===== src/rtl/fsp_pkg.sv =====
// ----------------------------------------------------------------------------
// fsp_pkg
// Types and constants of the frame slot pool manager.
// ----------------------------------------------------------------------------
`timescale 1ns / 1ps

package fsp_pkg;

  localparam int SLOT_COUNT_DEF = 32;
  localparam int CNT_W   = 7;
  localparam int SEQ_W   = 64;
  localparam int TS_W    = 63;
  localparam int FR_W    = 48;
  localparam int SF_W    = 49;
  localparam int EV_W    = 48;
  localparam int NOM_W   = 32;
  localparam int SIU_W   = 6;
  localparam int LIM_MAX = 32;
  localparam int IN_W    = 128;
  localparam int OUT_W   = 200;
  localparam int ADDR_W  = 3;
  localparam int NUM_EV  = 6;

  localparam int EV_PUSHED   = 0;
  localparam int EV_NOSLOT   = 1;
  localparam int EV_RECYCLED = 2;
  localparam int EV_GAPS     = 3;
  localparam int EV_COUNT    = 4;
  localparam int EV_LDROPS   = 5;

  localparam logic [3:0] STAT_PUSHED   = 4'd0;
  localparam logic [3:0] STAT_NOSLOT   = 4'd1;
  localparam logic [3:0] STAT_RECYCLED = 4'd2;
  localparam logic [3:0] STAT_GAPS     = 4'd3;
  localparam logic [3:0] STAT_MAX      = 4'd4;
  localparam logic [3:0] STAT_LAST     = 4'd5;
  localparam logic [3:0] STAT_SUM      = 4'd6;
  localparam logic [3:0] STAT_CNT      = 4'd7;
  localparam logic [3:0] STAT_LDROPS   = 4'd8;

  localparam logic REG_SLOTS   = 1'b0;
  localparam logic REG_NOMINAL = 1'b1;

  typedef enum logic [2:0] {
    OP_BEGIN  = 3'd0,
    OP_COMMIT = 3'd1,
    OP_ABORT  = 3'd2,
    OP_LOCK   = 3'd3,
    OP_UNLOCK = 3'd4,
    OP_RSTAT  = 3'd5,
    OP_RDSTAT = 3'd6,
    OP_NOP    = 3'd7
  } op_e;

  typedef enum logic [1:0] {
    ST_FREE    = 2'd0,
    ST_WRITING = 2'd1,
    ST_READY   = 2'd2,
    ST_LOCKED  = 2'd3
  } slot_st_e;

  typedef enum logic [8:0] {
    S_IDLE  = 9'b000000001,
    S_SCAN  = 9'b000000010,
    S_CMT_A = 9'b000000100,
    S_CMT_B = 9'b000001000,
    S_APPLY = 9'b000010000,
    S_LSET  = 9'b000100000,
    S_LOCK  = 9'b001000000,
    S_LRD   = 9'b010000000,
    S_EMIT  = 9'b100000000
  } fsp_state_e;

  typedef struct packed {
    logic clear;
    logic en;
    logic max_mode;
  } cmp_ctrl_t;

endpackage


===== src/rtl/fsp_cmp.sv =====
// ----------------------------------------------------------------------------
// fsp_cmp
// Shared signed sequence comparator tracking the best slot of a scan.
// ----------------------------------------------------------------------------
`timescale 1ns / 1ps

module fsp_cmp #(
  parameter int IDX_W = 5
) (
  input  logic                      clk_i,
  input  logic                      rst_ni,
  input  fsp_pkg::cmp_ctrl_t        ctrl_i,
  input  logic                      elig_i,
  input  logic [fsp_pkg::SEQ_W-1:0] key_i,
  input  logic [IDX_W-1:0]          idx_i,
  output logic                      best_vld_o,
  output logic [IDX_W-1:0]          best_idx_o
);
  import fsp_pkg::*;

  logic [SEQ_W-1:0] best_key_q;
  logic [SEQ_W-1:0] a_key;
  logic [SEQ_W-1:0] b_key;
  logic             take;

  assign a_key = key_i ^ {1'b1, {(SEQ_W-1){1'b0}}};
  assign b_key = best_key_q ^ {1'b1, {(SEQ_W-1){1'b0}}};
  assign take  = !best_vld_o || (ctrl_i.max_mode ? (a_key > b_key) : (a_key < b_key));

  always_ff @(posedge clk_i or negedge rst_ni) begin
    if (!rst_ni) begin
      best_vld_o <= 1'b0;
    end else if (ctrl_i.clear) begin
      best_vld_o <= 1'b0;
    end else if (ctrl_i.en && elig_i && take) begin
      best_vld_o <= 1'b1;
    end
  end

  always_ff @(posedge clk_i) begin
    if (!ctrl_i.clear && ctrl_i.en && elig_i && take) begin
      best_key_q <= key_i;
      best_idx_o <= idx_i;
    end
  end

endmodule


===== config.mk =====
export PLATFORM = sky130hd
export DESIGN_NAME = fsp_cmp
export DESIGN_NICKNAME = d
export VERILOG_FILES = /design/src/rtl/fsp_pkg.sv /design/src/rtl/fsp_cmp.sv
export SDC_FILE = /design/constraint.sdc
export NUM_CORES = 1
export LEC_CHECK = 0
export BUFFER_PORTS_ARGS = -buffer_cell sky130_fd_sc_hd__buf_4
export CAP_MARGIN = 20
export CORE_AREA = 2 2 86 88
export CTS_CLUSTER_DIAMETER = 100
export DETAILED_ROUTE_END_ITERATION = 10
export DIE_AREA = 0 0 88 90
export GPL_ROUTABILITY_DRIVEN = 0
export GPL_TIMING_DRIVEN = 0
export PLACE_DENSITY = 0.79
export SYNTH_ARGS = -nofsm -noshare
export SYNTH_HDL_FRONTEND = slang
export SYNTH_SLANG_ARGS = --single-unit

===== constraint.sdc =====
create_clock -name clk_i -period 16.1 [get_ports clk_i]
set_input_delay 2.415 -clock clk_i [delete_from_list [all_inputs] [get_ports clk_i]]
set_output_delay 2.415 -clock clk_i [all_outputs]
set_load 0.005 [all_outputs]

After elaboration in Yosys (flattened, before gate mapping)
Index checks and enable logic that the tools add are counted.
{"block": "classes", "n_addsub": 0, "n_mul": 0, "n_div": 0, "magnitude_cmp": 2, "eq_ne": 0, "shift": 0, "n_mux": 3, "bitwise_logic": 2, "n_reduce_logical": 9}
{"cell": "$gt A64 B64 Y1", "n": 1}
{"cell": "$lt A64 B64 Y1", "n": 1}
{"cell": "$logic_and A1 B1 Y1", "n": 5}
{"cell": "$mux W1", "n": 3}
{"cell": "$logic_not A1 Y1", "n": 2}
{"cell": "$not A1 Y1", "n": 2}
{"cell": "$reduce_bool A2 Y1", "n": 1}
{"cell": "$logic_or A1 B1 Y1", "n": 1}
{"block": "word_totals", "register_bits": 70, "latch_bits": 0, "ramBits": 0, "rom_bits": 0, "inputBits": 75, "output_inout_bits": 6, "wordCells": 19, "n_memories": 0}

Longest topological paths before layout
Gate-level depths: netlist (run 1).
{"block": "depth", "depth_word": 7, "mapped_depth": 9, "ltp_nobuf": 9}

Worst setup path after synthesis (run 1)
OpenSTA, ideal clock, no wires.
{"block": "synth_timing", "path_type": "in2reg", "from": "in key_i[33] (netlist name)", "to": "reg best_idx_o[0], enable pin", "setup_ns": 0.552, "arrival_ns": 8.170, "required_ns": 15.548, "setup_slack_ns": 7.378, "stages": 7, "path_buffers": 0, "cell_sequence": "ha_1 a21oi_2 o21ai_1 a221o_1 o31a_1 or4_4 a2111oi_2"}
{"block": "synth_via", "elab_chain_cells": 4, "word_cells_on_any_way": 5, "cone_classes": "2 x order compare; 1 x mux; 2 x reduce/logical"}
{"element": "from (decl)", "line_no": "fsp_cmp.sv:14", "rtl": "input logic [fsp_pkg::SEQ_W-1:0] key_i,"}
{"element": "$lt A64 B64 Y1 or $gt A64 B64 Y1 (tied branches)", "line_no": "fsp_cmp.sv:28", "rtl": "assign take = !best_vld_o || (ctrl_i.max_mode ? (a_key > b_key) : (a_key < b_key));"}
{"element": "$mux W1 (*)", "line_no": "fsp_cmp.sv:28"}
{"element": "$logic_or A1 B1 Y1 (*)", "line_no": "fsp_cmp.sv:28"}
{"element": "$logic_and A1 B1 Y1 (*)", "line_no": "fsp_cmp.sv:41", "rtl": "if (!ctrl_i.clear && ctrl_i.en && elig_i && take) begin"}
{"element": "to (signal assigned)", "line_no": "fsp_cmp.sv:43", "rtl": "best_idx_o <= idx_i;"}
{"element": "to (decl)", "line_no": "fsp_cmp.sv:17", "rtl": "output logic [IDX_W-1:0] best_idx_o"}
Mark *: on every way between the ends. The rest lies on a longest branch, timed or not.
A chain may end at the register's enable or synchronous reset.

Worst setup path after layout (run 1)
{"block": "layout_timing", "from": "in key_i[63] (netlist name)", "to": "reg best_key_q[23], enable pin"}
{"block": "layout_via", "elab_chain_cells": 5, "word_cells_on_any_way": 6, "cone_classes": "2 x order compare; 1 x mux; 1 x bitwise; 2 x reduce/logical"}
{"element": "$not A1 Y1 (no line) (*)"}
{"element": "$lt A64 B64 Y1 or $gt A64 B64 Y1 (tied branches)", "line_no": "fsp_cmp.sv:28"}
{"element": "$mux W1 (*)", "line_no": "fsp_cmp.sv:28"}
{"element": "$logic_or A1 B1 Y1 (*)", "line_no": "fsp_cmp.sv:28"}
{"element": "$logic_and A1 B1 Y1 (*)", "line_no": "fsp_cmp.sv:41"}
{"element": "to (signal assigned)", "line_no": "fsp_cmp.sv:42", "rtl": "best_key_q <= key_i;"}
{"element": "to (decl)", "line_no": "fsp_cmp.sv:21", "rtl": "logic [SEQ_W-1:0] best_key_q;"}
Marks and branches as above.

==> flow_summary.toml, run 1 <==
[timing]
tns_ns = 0
worst_slew_pin_slew_ns = 0.992
rsz0062_at_grt = "false"
skew_ns = 0.00951
hold-worst-slack_ns = 0.569
period_needed_ns = 6.00
max_freq_mhz = 167
finalSetupViolCount = 0
maxSlewHeadroom_pct = 33.9
slew_violations = 0
finalCritPeriodShare_pct = 37.3
hold_viol_final = 0

[layout]
fin_area_um2 = 4780
layout_common_cells = "buf_4, inv_1, edfxtp_1, ha_1, a21oi_1"
fillCellCount = 522
layout_commonest_cell = "buf_4"
fin_cells = 505
layout.nets = 540
diodes = 0
drive_above_1_share_pct = 25.9
area_growth_pct = 26.9
final_core_util_pct = 68.1

[logic_synthesis]
synthArstFlopShare_pct = 1.43
synth.avg_cell_area_um2 = 12.4
synth_top_area_cell = "edfxtp_1"
synth_area_leaders = "edfxtp_1, ha_1, inv_1"
ys_seq_area_share_pct = 55.7
synth.distinct_cells = 32
syn_nets = 444
synth_edf_count = 69
yosysWarnings = 0
netlist_area_um2 = 3770
synth_top_flop_cell = "edfxtp_1"
synth_cells = 305
ys_ff_latch = 70
netlist.area_leader.share_pct = 55.0

[clock_tree]
cts-resized-gates = 0
ctsRootBufferMaster = "clkbuf_8"
clock_sinks = 70
worstSkewPairLatency_ns = 0.34
cts_made_buffers = 9
htree_num_levels = 3
ctsLongestPathBuffers = 2
cts_hold_buf = 0
path_clk_slew_ns = 0.07
cts_post_setup_buffers_inserted = 0
cts_tree = "built"

[worst_setup_path]
crit_chain = "buf_4 > inv_1 > ha_1 > nand4_1 > nor4_1 > nand4_1 > a311oi_1 > or4_4 > nor2_1 > a2111oi_4 > buf_8 > buf_6 > buf_6"
crit_family = "simple AND/OR/NAND/NOR gates"
critPathMaxFanout = 15
crit_buf_inv = 5
critPathSlowestCell = "a2111oi_4"
setup.worst_path.end_class = "register"
slowest_delay_ns = 0.89
worst-setup-path-type = "primary input to register"
r2r_end = "best_key_q[23]"
rr_startpoint = "best_key_q[60]"
reg2reg_depth = 12
setup.worst_path.start_class = "primary input"
cp.required_ns = 16.15
r2r_setup_slack_ns = 11.93
crit_arrival_ns = 6.05

[route]
drc = 0
via_per_inst = 5.04
wl_per_cell_um = 13.4
first_pass_iters = 4
num_vias = 2546
drt_wl_total_um = 6740
final_antenna_net_count = 0
drt_iter0_markers = 87

[power]
ir_drop_mv = 0.0520
power_density_nw_per_um2 = 85.5
p_leak_uw = 0.00225

[global_route]
grt_max_degree = 16
gr-total-overflow = 0
grtUsageTotal_pct = 18.2
antenna_found_initial = 0
grt_pass1_vias = 2613
grt_pass1_wl_um = 11200

[floorplanning]
fp.dieArea_um2 = 7920
core_um2 = 7020
die_y_um = 90
io_pins = 81
num_rows = 31
initial_core_util_pct = 53.7
die_w_um = 88

[run]
maxCapViolCount = 0

[placement]
io_buffers = 80
place_inst = 489
dp_hpwl_um = 5480
placed_cell_area_um2 = 4570

[min_path]
hold_path.class = "register to register"
hold_depth = 2
worstHoldStart = "best_vld_o"
hold_end = "best_vld_o"

[status]
status = "complete, no violations"
-- worst reg2reg max path: stages, from the launching register on --
cell	delay [ns]
edfxtp_1	0.33
inv_1	0.05
ha_1	0.28
nand4_1	0.16
nor4_1	0.65
nand4_1	0.31
a311oi_1	0.30
or4_4	0.21
nor2_1	0.07
a2111oi_4	0.89
buf_8	0.25
buf_6	0.20
buf_6	0.19
-- Yosys cell counts, types with 2 or more instances --
library cell,number
a221o_1,2
a21oi_1,21
a21o_1,6
nor4_1,2
ha_1,64
nand2_1,16
o21ai_0,5
nor2_1,6
a21oi_2,2
nand3_1,9
and2_1,2
a221oi_1,3
and4_1,3
edfxtp_1,69
nand4_1,10
inv_1,69
-- state kept, by name, indices dropped and copies added, names as in the netlist --
signal      cells
best_key_q     64
best_vld_o      1
best_idx_o      5
-- per-stage QoR --
step,worst slack (ns),power [µW]
2_1_floorplan,7.38,236
3_3_place_gp,5.01,258
3_5_place_dp,9.66,261
4_1_cts,9.99,412
5_1_grt,9.65,425
6_report,10.10,409
-- how the worst max path moves through the flow --
stage                   start        endpoint  depth (start not counted)
floorplan           key_i[33]   best_idx_o[0]                          7
global placement    key_i[61]  best_key_q[27]                          9
detailed placement  key_i[63]  best_key_q[34]                         13
CTS                 key_i[63]  best_key_q[19]                         13
global route        key_i[63]  best_key_q[23]                         13
finish              key_i[63]  best_key_q[23]                         13
-- cell type report --
class / instances / area (µm²) / area share [%]
multi-input combinational: 166 / 1420 / 29.8
inverter: 69 / 259 / 5.42
tap: 99 / 124 / 2.59
clock buffer: 9 / 124 / 2.59
sequential: 70 / 2100 / 43.9
timing repair buffer: 85 / 664 / 13.9
clock inverter: 7 / 88.8 / 1.86
-- layer usage --
metal | share of wire (%) | GRT usage (%) | vias up
li1 | - | - | 1297
met1 | 45 | 23.4 | 1186
met2 | 50 | 29.9 | 55
met3 | 4.3 | 4.87 | 8
met4 | 1.3 | 5.38 | 0
met5 | 0 | 0 | -
-- cells by family (layout without fill, tap and decap cells) --
| family | Yosys count | in the layout | share of synthesized area (%) |
|---|---|---|---|
| flip-flops | 70 | 70 | 55.7 |
| buffers and inverters | 69 | 170 | 6.87 |
| adder cells (fa/ha/maj) | 64 | 64 | 21.3 |
| AND/OR/NAND/NOR | 52 | 52 | 7.34 |
| AO/OA/AOI/OAI | 50 | 50 | 8.87 |
-- report_power, final --
part | switching (µW) | leakage, µW | internal (µW)
Sequential | 1.36 | 0.000646 | 207
Combinational | 22.8 | 0.00150 | 25.6
Clock | 66.2 | 0.000104 | 86.1
Power figures use the tool's default switching activity.
==> run 2: changes to the inputs <==
--- a/config.mk
+++ b/config.mk
@@ -5,12 +5,13 @@
 export SDC_FILE = /design/constraint.sdc
 export NUM_CORES = 1
 export LEC_CHECK = 0
+export ABC_AREA = 1
 export BUFFER_PORTS_ARGS = -buffer_cell sky130_fd_sc_hd__buf_4
 export CAP_MARGIN = 20
-export CORE_AREA = 2 2 86 88
+export CORE_AREA = 2 2 87 89
 export CTS_CLUSTER_DIAMETER = 100
 export DETAILED_ROUTE_END_ITERATION = 10
-export DIE_AREA = 0 0 88 90
+export DIE_AREA = 0 0 89 91
 export GPL_ROUTABILITY_DRIVEN = 0
 export GPL_TIMING_DRIVEN = 0
 export PLACE_DENSITY = 0.79
==> constraint.sdc (replaced) <==
create_clock -name clk_i -period 6.2 [get_ports clk_i]
set_input_delay 0.93 -clock clk_i [delete_from_list [all_inputs] [get_ports clk_i]]
set_output_delay 0.93 -clock clk_i [all_outputs]
set_load 0.005 [all_outputs]
==> run 2 against run 1 <==
Synthesized cell count grew 17%. Cell count grew 9.9%. Register-to-register slack lost 8.0 ns. Total power grew to 2.7 times the previous value. Via count grew 7.1%. Non-clock buffer count shrank 3. Clock skew shrank 0.00074 ns. Critical path type unchanged. Critical endpoint is now best_key_q[63].
==> flow_summary.toml, run 2 <==
[layout]
reg.largest.list = "best_key_q: 64 flops, best_idx_o: 5 flops, best_vld_o: 1 flops"
final_core_util_pct = 68.2
fin_area_um2 = 4870
area_growth_pct = 26.5
largest_reg_flops = 64
diodes = 0
largest_register = "best_key_q"
layout.nets = 590
layout_common_cells = "buf_4, inv_1, edfxtp_1, nand2_1, ha_1"
drive_above_1_share_pct = 23.7
layout_commonest_cell = "buf_4"

[logic_synthesis]
ys_seq_area_share_pct = 54.5
yosys.area_share.simple_pct = 10.7
synthTopCellsByCount = "inv_1, edfxtp_1, nand2_1"
yosysWarnings = 0
syn_nets = 497
netlist.area_leader.share_pct = 53.9
netlist_area_um2 = 3850
yosys-mux-area-fraction_pct = 0
synth.most_common_cell = "inv_1"
synth_cells = 358
synth.avg_cell_area_um2 = 10.7
ys_ff_latch = 70
synth_top_flop_cell = "edfxtp_1"
synth_compound_area_share_pct = 6.18
synth_top_family_by_area = "adder cells"
synth.distinct_cells = 21
synth_top_area_cell = "edfxtp_1"
synth_edf_count = 69
synth_area_leaders = "edfxtp_1, ha_1, inv_1"
synth_adder_area_share_pct = 20.8
synthXorXnorAreaFrac_pct = 0
synthArstFlopShare_pct = 1.43

[floorplanning]
num_rows = 31
initial_core_util_pct = 53.9
core_um2 = 7140
die_y_um = 91
fp.dieArea_um2 = 8100
io_pins = 81
die_w_um = 89

[global_route]
antenna_found_initial = 0
grtUsageTotal_pct = 18.9
use_met3_pct = 5.36
met1_usage_pct = 22.3
gr-max-usage-layer = "met2"
grtUsageMet2_pct = 31.8
grt_pass1_vias = 2851
grt_pass1_wl_um = 11800
grt_max_degree = 36
gr-total-overflow = 0

[clock_tree]
clock_sinks = 70
ctsRootBufferMaster = "clkbuf_8"
cts_tree = "built"
cts_hold_buf = 0
htree_num_levels = 3
cts_made_buffers = 9
cts-resized-gates = 0
ctsLongestPathBuffers = 2
path_clk_slew_ns = 0.07
worstSkewPairLatency_ns = 0.34
cts_post_setup_buffers_inserted = 0

[timing]
slew_violations = 0
finalCritPeriodShare_pct = 42.7
period_needed_ns = 2.65
hold_viol_final = 0
skew_ns = 0.00877
finalSetupViolCount = 0
worst_slew_pin_slew_ns = 0.229
max_freq_mhz = 378
maxSlewHeadroom_pct = 84.8
rsz0062_at_grt = "false"

[route]
first_pass_iters = 4
via_per_inst = 4.91
final_antenna_net_count = 0
drt_iter0_markers = 94
num_vias = 2727
drt_wl_total_um = 7160
wl_per_cell_um = 12.9
drc = 0

[worst_setup_path]
r2r_setup_slack_ns = 3.92
cp_common_cell = "a21oi_1"
worst-setup-path-type = "primary input to register"
setup.worst_path.start_class = "primary input"
cp.required_ns = 6.24
setup.worst_path.end_class = "register"
rr_startpoint = "best_key_q[43]"
crit_arrival_ns = 2.68
r2r_end = "best_key_q[63]"
crit_chain = "buf_4 > ha_1 > a21oi_1 > o21ai_0 > a21oi_1 > nand2_1 > a21oi_1 > nand3_1 > nand2_1 > nor2_1 > nor2_4 > buf_12"
critPathSlowestCell = "ha_1"
critPathMaxFanout = 35
reg2reg_depth = 12
slowest_delay_ns = 0.31

[run]
maxCapViolCount = 0

[power]
p_sw_share_pct = 22.1
p_int_uw = 871
power_density_nw_per_um2 = 230
ir_drop_mv = 0.147
seqPwrFrac_pct = 48.3
p_leak_uw = 0.00236
power_frac_clock_pct = 40.1
p_comb_share_pct = 11.6
power_switching_uw = 247

[status]
status = "complete, no violations"

[placement]
placed_cell_area_um2 = 4620
dp_hpwl_um = 5490
io_buffers = 80

[min_path]
hold_path.class = "primary input to asynchronous set/reset pin"
[run 2: changes by cell type after synthesis, moves of 3 or more]
cell      delta
inv_2        +3
and4_1       -3
nand4_1      -6
nand2_1     +50
a21o_1       -5
a21oi_1      +8
nor2_1      +14
inv_1        +7
nand3_1      -5
o21a_1       +3
o21ai_1      +4
a221oi_1     -3
[run 2: stage by stage]
step / power, µW / instances / setup WS (ns) / hold WS [ns] / setup TNS [ns]
2_1_floorplan: 615 / 358 / 0.818 / 0.533 / 0
3_3_place_gp: 672 / 537 / -0.679 / 0.545 / -46.73
3_5_place_dp: 681 / 539 / 3.22 / 0.561 / 0
4_1_cts: 1130 / 555 / 3.55 / 0.330 / 0
5_1_grt: 1170 / 555 / 3.41 / 0.334 / 0
6_report: 1120 / 555 / 3.55 / 0.348 / 0
[run 2: logic make-up after synthesis]
| family | Yosys count |
|---|---|
| flops | 70 |
| compound gates | 44 |
| fa+ha+maj | 64 |
| buf+inv | 80 |
| simple gates | 100 |
[run 2: how the worst max path moves through the flow]
stage                     slack (ns)       from  cells after the start              to
after floorplan                 0.82  key_i[19]                     14   best_idx_o[0]
after global placement         -0.68  key_i[15]                     13   best_key_q[6]
after detailed placement        3.22  key_i[15]                     14  best_key_q[45]
after CTS                       3.55  key_i[43]                     12   best_key_q[2]
after global routing            3.41  key_i[51]                     14  best_key_q[63]
final                           3.55  key_i[43]                     12  best_key_q[63]
[run 2: power by group through the flow]
stage / Clock [µW] / Combinational, µW / Sequential, µW
4_1_cts: 461 / 132 / 540
3_3_place_gp: 0 / 119 / 553
3_5_place_dp: 0 / 130 / 551
6_report: 448 / 130 / 540
2_1_floorplan: 0 / 63.2 / 552
5_1_grt: 475 / 149 / 542
[run 2: worst max-delay path, delay by kind of cell]
family / cells / cell delay, ns
AO/OA/AOI/OAI: 4 / 0.62
adder cells (fa/ha/maj): 1 / 0.31
buffers and inverters: 2 / 0.35
AND/OR/NAND/NOR: 5 / 0.44
[run 2: final cells by class]
type / count / area (µm²)
clock buffer: 9 / 124
multi-input combinational: 208 / 1460
fill: 584 / 2270
sequential: 70 / 2100
tap: 99 / 124
inverter: 80 / 300
clock inverter: 7 / 123
timing repair buffer: 82 / 641
[run 2: metal layers]
metal  part of all wire [%]  up-vias
met2                     49       90
li1                       -     1380
met5                      0        -
met4                    1.7        0
met3                    7.4       14
met1                     42     1243
==> run 3: changes to the inputs <==
==> constraint.sdc (replaced) <==
create_clock -name clk_i -period 2.6 [get_ports clk_i]
set_input_delay 0.39 -clock clk_i [delete_from_list [all_inputs] [get_ports clk_i]]
set_output_delay 0.39 -clock clk_i [all_outputs]
set_load 0.005 [all_outputs]
==> run 3 against run 2 <==
Critical path depth shrank 1. Die area is the same. Combinational power grew 140%. Register-to-register slack lost 3.7 ns. Clock power grew 65%. Wire length shrank 4.9%. Global-route usage shrank 0.84 points. Total power grew 110%. Count of clock-buffer cells in the layout grew 2. Via count shrank 2.5%. Critical path type is now register to register. Largest power group unchanged.
==> flow_summary.toml, run 3 (synthesis results as in run 2) <==
[timing]
setup_ws_ns = 0.226
worst_slew_pin_slew_ns = 0.225
rsz0062_at_grt = "false"
slew_violations = 0
finalSetupViolCount = 0
hold_viol_final = 0
period_needed_ns = 2.37
finalCritPeriodShare_pct = 91.3
max_freq_mhz = 421
skew_ns = 0.00765
maxSlewHeadroom_pct = 85.0

[layout]
area_growth_pct = 26.5
reg.largest.list = "best_key_q: 64 flops, best_idx_o: 5 flops, best_vld_o: 1 flops"
final_core_util_pct = 68.2
drive_above_1_share_pct = 25.1
fin_cells = 558
largest_reg_flops = 64
layout_common_cells = "buf_4, inv_1, edfxtp_1, nand2_1, ha_1"
diodes = 0
largest_register = "best_key_q"
layout.nets = 593
layout_commonest_cell = "buf_4"
fin_area_um2 = 4870

[worst_setup_path]
crit_arrival_ns = 2.41
crit_end = "best_key_q[63]"
r2r_end = "best_key_q[63]"
setup.worst_path.start_class = "register"
r2r_setup_slack_ns = 0.23
reg2reg_depth = 11
cp.required_ns = 2.64
crit_path_start = "best_key_q[63]"
critPathMaxFanout = 28
rr_startpoint = "best_key_q[63]"
worst-setup-path-type = "register to register"
setup.worst_path.end_class = "register"

[min_path]
hold_path.class = "primary input to register"

[clock_tree]
path_clk_slew_ns = 0.07
worstSkewPairLatency_ns = 0.33
clock_sinks = 70
cts_tree = "built"
ctsLongestPathBuffers = 2
cts_made_buffers = 9
ctsRootBufferMaster = "clkbuf_8"
htree_num_levels = 3

[status]
status = "complete, no violations"

[route]
highest_layer = "met4"
drc = 0
wl_per_cell_um = 12.2
drt_iter0_markers = 90
via_per_inst = 4.76
met3_length_um = 273
final_antenna_net_count = 0
drt-met1-wl_um = 3010
drt_wl_total_um = 6810
num_vias = 2658
first_pass_iters = 4
met2_length_um = 3390

[placement]
dp_hpwl_um = 5450
place_inst = 539
place_ws_ns = -0.272
io_buffers = 80
placed_cell_area_um2 = 4680

[power]
power_density_nw_per_um2 = 481
ir_drop_mv = 0.393
p_leak_uw = 0.00235

[run]
maxCapViolCount = 0

[global_route]
antenna_found_initial = 0
gr-total-overflow = 0
grtUsageTotal_pct = 18.1
grt_pass1_vias = 2683
grt_max_degree = 29
grt_pass1_wl_um = 11400

[floorplanning]
num_rows = 31
initial_core_util_pct = 53.9
core_um2 = 7140
die_y_um = 91
io_pins = 81
die_w_um = 89
fp.dieArea_um2 = 8100
==> run 3: cell count changes in the layout (fill, tap and decap cells not counted), moves of 2 or more <==
cell and delta:
buf_4 +2, clkbuf_1 +2, clkinv_4 -2, ha_1 -4, clkinv_2 +4, bufinv_16 -3
ha_4 +4
==> run 3: routing by layer <==
layer / up-vias / GRT usage [%]
met5: - / 0
met4: 0 / 7.59
met3: 10 / 4.00
met2: 57 / 29.9
met1: 1202 / 22.5
li1: 1389 / -
==> run 3: worst min path at each step <==
| stage | end | depth (start not counted) | slack (ns) | from |
|---|---|---|---|---|
| global placement | best_vld_o | 1 | 0.17 | rst_ni |
| global route | best_idx_o[2] | 1 | 0.21 | idx_i[2] |
| floorplan | best_vld_o | 0 | 0.09 | rst_ni |
| finish | best_idx_o[2] | 1 | 0.23 | idx_i[2] |
| detailed placement | best_vld_o | 1 | 0.17 | rst_ni |
| CTS | best_idx_o[2] | 1 | 0.21 | idx_i[2] |
==> run 3: cell type report <==
class / count / area, µm²
clock buffers: 11 / 131
clock inverters: 5 / 26.3
fillers: 570 / 2270
inverters: 80 / 302
multi-input cells: 208 / 1510
flip-flops and latches: 70 / 2100
well taps: 99 / 124
repair buffers: 85 / 673
==> run 3: timing repair <==
action                     4_1_cts  5_1_grt
resized for setup                0        0
hold endpoints to repair         1        0
buffers inserted                 2        0
setup endpoints to repair       53        0
hold buffers                     1        0
==> run 3: stage by stage <==
stage | hold slack, ns | setup TNS (ns) | total power (µW)
final | 0.232 | 0 | 2340
after global placement | 0.166 | -69.17 | 1610
after detailed placement | 0.166 | -14.35 | 1630
after global routing | 0.209 | 0 | 2460
after floorplan | 0.0944 | -18.23 | 1470
after CTS | 0.214 | 0 | 2370
==> run 3: critical path, stage by stage, from the launching register on <==
cell and delay, ns:
edfxtp_1 0.42, ha_4 0.30, nand4_1 0.11, nor2_1 0.17, and3_1 0.21, nand2_1 0.11
clkinv_2 0.06, nand2_2 0.06, a21oi_2 0.13, nor2_2 0.06, nor2_4 0.22, buf_12 0.23
==> run 3: power breakdown <==
| group | switching, µW | total, µW | internal, µW |
|---|---|---|---|
| Combinational | 152 | 315 | 164 |
| Clock | 400 | 739 | 339 |
| Sequential | 8.36 | 1290 | 1280 |
